--- src/rtl/fpcf_pkg.sv ---
// Shared types and constants for the follower point cloud filter.
// Holds the item structs, register indexes, pose word indexes and the arctangent table.
// No dependencies.
`timescale 1ns / 1ps
`default_nettype none

package fpcf_pkg;

    // Word and field widths fixed by the item formats.
    localparam int unsigned WORD_W     = 32;
    localparam int unsigned POSE_WORDS = 11;
    localparam int unsigned TAB_FRAC   = 24;
    localparam int unsigned TAB_LEN    = 24;
    // Angle accumulator width: 180 degrees plus the table sum with 24 fraction bits.
    localparam int unsigned ZW         = 36;
    localparam int unsigned PADDR_W    = 5;

    // Configuration register indexes (byte address divided by four).
    localparam logic [2:0] REG_YAW_LOW     = 3'd0;
    localparam logic [2:0] REG_YAW_HIGH    = 3'd1;
    localparam logic [2:0] REG_FOLLOW_RAD  = 3'd2;
    localparam logic [2:0] REG_HEIGHT_LOW  = 3'd3;
    localparam logic [2:0] REG_HEIGHT_HIGH = 3'd4;

    // Request types.
    localparam logic REQ_POSE  = 1'b0;
    localparam logic REQ_POINT = 1'b1;

    // Pose word indexes.
    localparam int unsigned POSE_R00 = 0;
    localparam int unsigned POSE_R10 = 1;
    localparam int unsigned POSE_R20 = 2;
    localparam int unsigned POSE_R01 = 3;
    localparam int unsigned POSE_R11 = 4;
    localparam int unsigned POSE_R21 = 5;
    localparam int unsigned POSE_TX  = 6;
    localparam int unsigned POSE_TY  = 7;
    localparam int unsigned POSE_TZ  = 8;
    localparam int unsigned POSE_OX  = 9;
    localparam int unsigned POSE_OY  = 10;

    typedef logic [POSE_WORDS-1:0][WORD_W-1:0] t_pose;

    typedef struct packed {
        logic               req_type;
        logic [3:0]         word_index;
        logic signed [31:0] word_value;
        logic signed [31:0] point_x;
        logic signed [31:0] point_y;
        logic signed [31:0] point_z;
        logic               batch_end;
    } t_in_item;

    typedef struct packed {
        logic               remove_point;
        logic signed [31:0] out_x;
        logic signed [31:0] out_y;
        logic signed [31:0] out_z;
        logic               out_last;
    } t_out_item;

    // Data that rides along the pipeline beside the angle computation.
    typedef struct packed {
        logic signed [31:0] px;
        logic signed [31:0] py;
        logic signed [31:0] pz;
        logic               last;
        logic               dist_ok;
        logic               z_ok;
        logic               at_origin;
    } t_side;

    // Arctangent of 2^-k in degrees with 24 fraction bits.
    function automatic logic signed [ZW-1:0] atan_deg(input int unsigned k);
        logic signed [ZW-1:0] v;
        begin
            unique case (k)
                0:  v = 36'sd754974720;
                1:  v = 36'sd445687602;
                2:  v = 36'sd235489088;
                3:  v = 36'sd119537938;
                4:  v = 36'sd60000934;
                5:  v = 36'sd30029717;
                6:  v = 36'sd15018523;
                7:  v = 36'sd7509720;
                8:  v = 36'sd3754917;
                9:  v = 36'sd1877466;
                10: v = 36'sd938734;
                11: v = 36'sd469367;
                12: v = 36'sd234684;
                13: v = 36'sd117342;
                14: v = 36'sd58671;
                15: v = 36'sd29336;
                16: v = 36'sd14668;
                17: v = 36'sd7334;
                18: v = 36'sd3667;
                19: v = 36'sd1833;
                20: v = 36'sd917;
                21: v = 36'sd458;
                22: v = 36'sd229;
                23: v = 36'sd115;
                default: v = '0;
            endcase
            return v;
        end
    endfunction

endpackage

`default_nettype wire

--- src/rtl/fpcf_cordic_cell.sv ---
// One CORDIC vectoring cell: a single micro-rotation toward y = 0, registered.
// Cells are chained, one per step. Depends on fpcf_pkg.
`timescale 1ns / 1ps
`default_nettype none

module fpcf_cordic_cell #(
    parameter int unsigned STEP = 0,
    parameter int unsigned XW   = 53
) (
    input  wire                            i_clk,
    input  wire                            i_rst_n,
    input  wire                            i_en,
    input  wire                            i_valid,
    input  wire  signed [XW-1:0]           i_x,
    input  wire  signed [XW-1:0]           i_y,
    input  wire  signed [fpcf_pkg::ZW-1:0] i_z,
    input  fpcf_pkg::t_side                i_side,
    output logic                           o_valid,
    output logic signed [XW-1:0]           o_x,
    output logic signed [XW-1:0]           o_y,
    output logic signed [fpcf_pkg::ZW-1:0] o_z,
    output fpcf_pkg::t_side                o_side
);
    import fpcf_pkg::*;

    logic signed [XW-1:0] xs;
    logic signed [XW-1:0] ys;
    logic signed [ZW-1:0] ang;

    assign xs  = i_x >>> STEP;
    assign ys  = i_y >>> STEP;
    assign ang = atan_deg(STEP);

    always_ff @(posedge i_clk) begin
        if (!i_rst_n) begin
            o_valid <= 1'b0;
        end else if (i_en) begin
            o_valid <= i_valid;
        end
    end

    // Rotate clockwise when y is non-negative, else counterclockwise.
    always_ff @(posedge i_clk) begin
        if (i_en) begin
            o_side <= i_side;
            if (!i_y[XW-1]) begin
                o_x <= i_x + ys;
                o_y <= i_y - xs;
                o_z <= i_z + ang;
            end else begin
                o_x <= i_x - ys;
                o_y <= i_y + xs;
                o_z <= i_z - ang;
            end
        end
    end

endmodule

`default_nettype wire

--- config.mk ---
export PLATFORM = sky130hd
export DESIGN_NAME = fpcf_cordic_cell
export DESIGN_NICKNAME = d
export VERILOG_FILES = /design/src/rtl/fpcf_pkg.sv /design/src/rtl/fpcf_cordic_cell.sv
export SDC_FILE = /design/constraint.sdc
export NUM_CORES = 1
export LEC_CHECK = 0
export BUFFER_PORTS_ARGS = -buffer_cell sky130_fd_sc_hd__buf_2
export CORE_MARGIN = 3
export CORE_UTILIZATION = 54
export CTS_CLUSTER_DIAMETER = 200
export DETAILED_ROUTE_END_ITERATION = 16
export PLACE_DENSITY_LB_ADDON = 0.08
export SLEW_MARGIN = 10
export SYNTH_ARGS = -nofsm -noshare
export SYNTH_HDL_FRONTEND = slang
export SYNTH_SLANG_ARGS = --single-unit
--- constraint.sdc ---
create_clock -name i_clk -period 4 [get_ports i_clk]
set_input_delay 0.8 -clock i_clk [delete_from_list [all_inputs] [get_ports i_clk]]
set_output_delay 0.8 -clock i_clk [all_outputs]
set_load 0.01 [all_outputs]
# After elaboration in Yosys (flattened, before gate mapping)
# Cells that the tools add are included.
word_totals:
  ff_bits: 243
  input_bits: 246
  out_inout_bits: 243
  word_cells: 19
op_classes:
  add_sub_neg: 5
  muxes: 3
ops:
  columns: ["operator", "n"]
  rows:
  - ["2-to-1 mux 53 bit", 2]
  - ["subtractor 53 bit", 2]
  - ["adder 53 bit", 1]
  - ["adder 36 x 31 -> 36 bit (second input constant)", 1]
  - ["2-to-1 mux 36 bit", 1]
  - ["subtractor 36 x 31 -> 36 bit (second input constant)", 1]

# Logic depth before layout (Yosys ltp)
logic_depth:
  ltp_word: 2
  depth_mapped: 14
  ltp_nobuf: 13

# Worst setup path before layout
# No wires, ideal clock.
synth_timing:
  kind: "input -> register"
  from: "input i_x[0]"
  to: "register o_y[38] (data pin)"
  arrival_ns: 3.402
  required_ns: 3.733
  setup_slack_ns: 0.331
  path_stages: 12
  path_cell_list: "ha_1 > fa_1 > nor2b_1 > o311ai_2 > a2111oi_1 > o31a_1 > o31a_1 > a311o_1 > a31o_1 > a21boi_1 > mux2i_1 > xnor2_1"
synth_between:
  elab_chain_len: 2
  elab_cells_between_ends: 3
  classes_between: "add/sub: 2; mux: 1"
synth_rtl:
  columns: ["element", "line", "text"]
  rows:
  - ["start, declared", "fpcf_cordic_cell.sv:14", "input wire signed [XW-1:0] i_x,"]
  - ["subtractor 53 bit or adder 53 bit (tied branches)", "fpcf_cordic_cell.sv:48, fpcf_cordic_cell.sv:52", null]
  - ["2-to-1 mux 53 bit (*)", "fpcf_cordic_cell.sv:46", "if (!i_y[XW-1]) begin"]
  - ["end signal, assigned", "fpcf_cordic_cell.sv:48", "o_y <= i_y - xs;"]
  - ["end signal, assigned", "fpcf_cordic_cell.sv:52", "o_y <= i_y + xs;"]
  - ["end, declared", "fpcf_cordic_cell.sv:20", "output logic signed [XW-1:0] o_y,"]
# Mark *: on every way between the ends. The rest lies on a longest branch, timed or not.
# A chain may end at the register's enable or synchronous reset.

# Worst setup path after layout
layout_timing:
  from: "input i_y[0]"
  to: "register o_y[38] (data pin)"
layout_between:
  elab_chain_len: 2
  elab_cells_between_ends: 3
  classes_between: "add/sub: 2; mux: 1"
layout_rtl:
  columns: ["element", "line", "text"]
  rows:
  - ["start, declared", "fpcf_cordic_cell.sv:15", "input wire signed [XW-1:0] i_y,"]
  - ["subtractor 53 bit or adder 53 bit (tied branches)", "fpcf_cordic_cell.sv:48, fpcf_cordic_cell.sv:52", null]
  - ["2-to-1 mux 53 bit (*)", "fpcf_cordic_cell.sv:46", null]
# Marks and branches as above.

==> impl_table.tex <==
\begin{tabular}{lr}
\hline
Metric & Value \\
\hline
\multicolumn{2}{l}{\textbf{Run status}} \\
\quad Run status & finished clean \\
\multicolumn{2}{l}{\textbf{STA}} \\
\quad Measured slew at the worst slew-check pin & 1.07 ns \\
\quad Part of the cycle the worst path needs & 95.5\% \\
\quad Worst hold slack & 0.426 ns \\
\quad Total of endpoints with negative setup slack in the final report & 0 \\
\quad Setup clock skew after layout & 0 ns \\
\quad Peak Freq & 0.262 GHz \\
\quad Final max-slew violation count & 0 \\
\quad Slew Limit Headroom & 28.8\% \\
\quad Clock period minus worst slack & 3.82 ns \\
\quad Final Hold Fails & 0 \\
\quad Unrepaired setup endpoints after global routing & no \\
\multicolumn{2}{l}{\textbf{Floorplan}} \\
\quad Floorplan die area & 35400 sq um \\
\quad Boundary Pins & 489 \\
\quad Core Footprint & 32600 sq um \\
\quad Count of standard-cell rows & 66 \\
\quad Die X & 188 microns \\
\quad Overall die height & 188 microns \\
\quad Initial Utilization & 54.9\% \\
\multicolumn{2}{l}{\textbf{Finish}} \\
\quad Synth-to-Final Area Change & 29.4\% \\
\quad Final core utilization & 71.1\% \\
\quad Layout cell share with drive strength beyond 1 & 29.9\% \\
\quad Footprint of the multi-input gates & 9680 sq um \\
\quad FILL cells & 2596 \\
\quad FF+latch area & 7260 sq um \\
\quad Net count of the finished layout & 2995 \\
\quad Finished layout cell area & 23200 sq um \\
\multicolumn{2}{l}{\textbf{Critical path}} \\
\quad RR Startpoint & o\_valid \\
\quad Worst path required time & 4.30 ns \\
\quad Depth of the worst register-to-register path & 2 \\
\quad Slowest stage cell, crit path & a311o\_1 \\
\quad Crit end category & register \\
\quad RR Endpoint & o\_valid \\
\quad Category of the worst setup path launch point & input port \\
\quad Worst setup slack for register-to-register paths & 3.36 ns \\
\quad Crit path cell chain & buf\_2 > buf\_4 > ha\_1 > fa\_1 > nor2b\_1 > o311ai\_2 > a2111oi\_1 > o31a\_1 > o31a\_1 > a311o\_1 > a31o\_1 > a21boi\_1 > mux2i\_1 > xnor2\_1 \\
\quad Largest incremental delay on the critical path & 0.41 ns \\
\quad Largest fanout on the critical path & 5 \\
\quad Arrival @ worst endpoint & 4.11 ns \\
\quad CP dominant cell by count & o31a\_1 \\
\quad Category of the most critical setup path & in -> reg \\
\multicolumn{2}{l}{\textbf{GRT}} \\
\quad GR met1 Demand/Resource & 49.3\% \\
\quad GRT Resource Usage Total & 38.4\% \\
\quad Largest net degree at the start of global routing & 128 \\
\quad Most used routing layer in global routing & met2 \\
\quad Met2 routing resource usage after global routing & 64.7\% \\
\quad Overflow left after global routing & 0 \\
\quad Vias in the first global route & 17701 \\
\quad First-pass GRT wire length & 105000 microns \\
\quad Antenna violations before repair & 6 \\
\quad GRT met3 Usage & 7.20\% \\
\multicolumn{2}{l}{\textbf{Clock network}} \\
\quad CTS tree & done \\
\quad Insertion delay of the later-clocked pin in the worst-skew pair & 0.54 ns \\
\quad Hold-fix buffer count after cts & 0 \\
\quad Post-CTS Setup Inserts & 0 \\
\quad Clock slew at reported path FFs & 0.07 ns \\
\quad Num Clock Sinks & 242 \\
\quad Count of H-tree levels built during CTS & 1 \\
\quad Buffer depth of the longest clock path & 3 \\
\quad Root cell of the clock tree & clkbuf\_16 \\
\quad Resized cells post-CTS & 0 \\
\quad Cts bufs inserted & 26 \\
\multicolumn{2}{l}{\textbf{Detailed routing}} \\
\quad Aggregate routed wire length & 70900 microns \\
\quad Post-route ant nets & 0 \\
\quad Via count normalized by instance count & 5.98 \\
\quad Number of iterations in the first detailed-routing pass & 6 \\
\quad DR iter-0 viols & 1933 \\
\quad \# DRC & 0 \\
\quad Average routed wire per standard cell & 23.4 microns \\
\quad Via count & 18108 \\
\multicolumn{2}{l}{\textbf{Yosys}} \\
\quad Library cells used by synthesis & 87 \\
\quad Async set-reset flop share out of synthesis & 0\% \\
\quad Flip-flop and latch count after synthesis & 242 \\
\quad Net count of the mapped netlist & 2338 \\
\quad Top cells by count, synth & a21oi\_1 (241), edfxtp\_1 (241), ha\_1 (180) \\
\quad Post-Syn Area per Cell & 9.39 sq um \\
\quad Area of the mapped netlist & 17900 sq um \\
\quad EDFF count, synth & 241 \\
\quad Biggest area contributors in the synthesized netlist & edfxtp\_1 (40\%), ha\_1 (13\%), a21oi\_1 (6.7\%), xnor2\_1 (4.9\%), o21ai\_0 (4.0\%) \\
\quad Leading area contributor after synthesis & edfxtp\_1 \\
\quad Number of warning messages in the yosys log & 0 \\
\quad Cells after synthesis & 1908 \\
\quad Main flop type after synthesis & edfxtp\_1 \\
\quad Share of the synthesized area in the top cell type & 40.4\% \\
\quad Share of the yosys chip area belonging to registers & 40.5\% \\
\multicolumn{2}{l}{\textbf{Pwr}} \\
\quad Power density cells & 376 nW/um\^{}2 \\
\quad Leakage Power & 0.0105 uW \\
\quad Worst-case vdd ir drop & 0.000304 V \\
\multicolumn{2}{l}{\textbf{Job}} \\
\quad Max\_cap viols & 0 \\
\multicolumn{2}{l}{\textbf{Min path}} \\
\quad Hold-critical path depth & 1 \\
\quad Worst min-delay path class & in -> reg \\
\quad End point of the most critical hold path & o\_side[66] \\
\quad Startpoint of the lowest-slack hold path & i\_side[66] \\
\multicolumn{2}{l}{\textbf{Place}} \\
\quad Global placer's final weighted congestion & 1.04 \\
\quad Placed standard-cell area & 22300 sq um \\
\quad DP Wirelength & 57200 microns \\
\quad Quantity of I/O buffers inserted on ports & 488 \\
\hline
\end{tabular}
-- worst max-delay path: cells and delay by family --
family / cells / cell delay [ns]
adder cells (fa/ha/maj): 2 / 0.60
AND/OR/NAND/NOR: 1 / 0.17
AO/OA/AOI/OAI: 7 / 2.02
multiplexers: 1 / 0.10
buffers and inverters: 2 / 0.26
XOR/XNOR: 1 / 0.17
-- layout by cell type (no fill, tap or decap), drive strengths merged, types with 23 or more instances in the layout --
master  instances
nor4           23
o21ai         147
nand4          30
nor2b          24
nor3           33
nand2         112
nor2          149
a21o           32
o21bai         50
xnor2         101
inv           169
edfxtp        241
mux2i          26
clkbuf         27
ha            180
buf           709
a21oi         241
nand3          32
o31ai          24
-- worst max path at each step --
| stage | startpoint | to | slack (ns) | cells after the start |
|---|---|---|---|---|
| final | i_y[0] | o_y[38] | 0.18 | 14 |
| after global routing | i_y[0] | o_x[46] | 0.06 | 14 |
| after CTS | i_y[0] | o_y[38] | 0.26 | 14 |
| after detailed placement | i_y[0] | o_y[38] | -0.29 | 14 |
| after global placement | i_y[0] | o_y[38] | -0.27 | 14 |
| after floorplan | i_x[0] | o_y[38] | 0.33 | 12 |
-- power breakdown --
part	switching [uW]	internal, uW	leakage (uW)
logic	1780	1150	0.00773
clock network	1020	1470	0.000418
registers	102	3200	0.00237
total	2900	5820	0.0105
-- registers in the layout (all words and copies together) (netlist names) --
| signal | count |
|---|---|
| o_side | 100 |
| o_valid | 1 |
| o_x | 53 |
| o_y | 52 |
| o_z | 36 |
-- logic make-up (layout without fill, tap and decap cells) --
family	after synthesis	count (layout)	synth area share, %
compound gates	639	639	22.1
simple gates	455	455	12.1
buf+inv	252	924	5.49
flops	242	242	40.5
fa+ha+maj	184	184	13.0
xor+xnor	109	109	5.33
mux	27	27	1.52
other cells	0	5	0
-- cell type report --
cell class              instances  area share, %
clock inverters                16          0.788
multi-input cells            1414           41.8
repair buffers                709           18.0
flip-flops and latches        242           31.3
clock buffers                  27           2.91
diodes                          5         0.0540
well taps                     442           2.39
inverters                     172           2.78
-- through the flow --
stage,total power (uW),std cells,setup slack [ns],setup TNS [ns]
floorplan,4810,1908,0.331,0
global placement,6150,2979,-0.273,-3.04
detailed placement,6180,2979,-0.291,-5.09
CTS,8680,3022,0.263,0
global route,9050,3026,0.0637,0
finish,8720,3027,0.181,0
-- per-layer routing --
layer | up-vias | share of wire (%) | wire length (microns)
met5 | - | 0.018 | 13
met2 | 1063 | 47 | 33700
met1 | 8636 | 38 | 27300
met3 | 170 | 9.6 | 6810
met4 | 2 | 4.5 | 3160
li1 | 8237 | - | -
No activity file was read; power rests on OpenSTA's default activity.
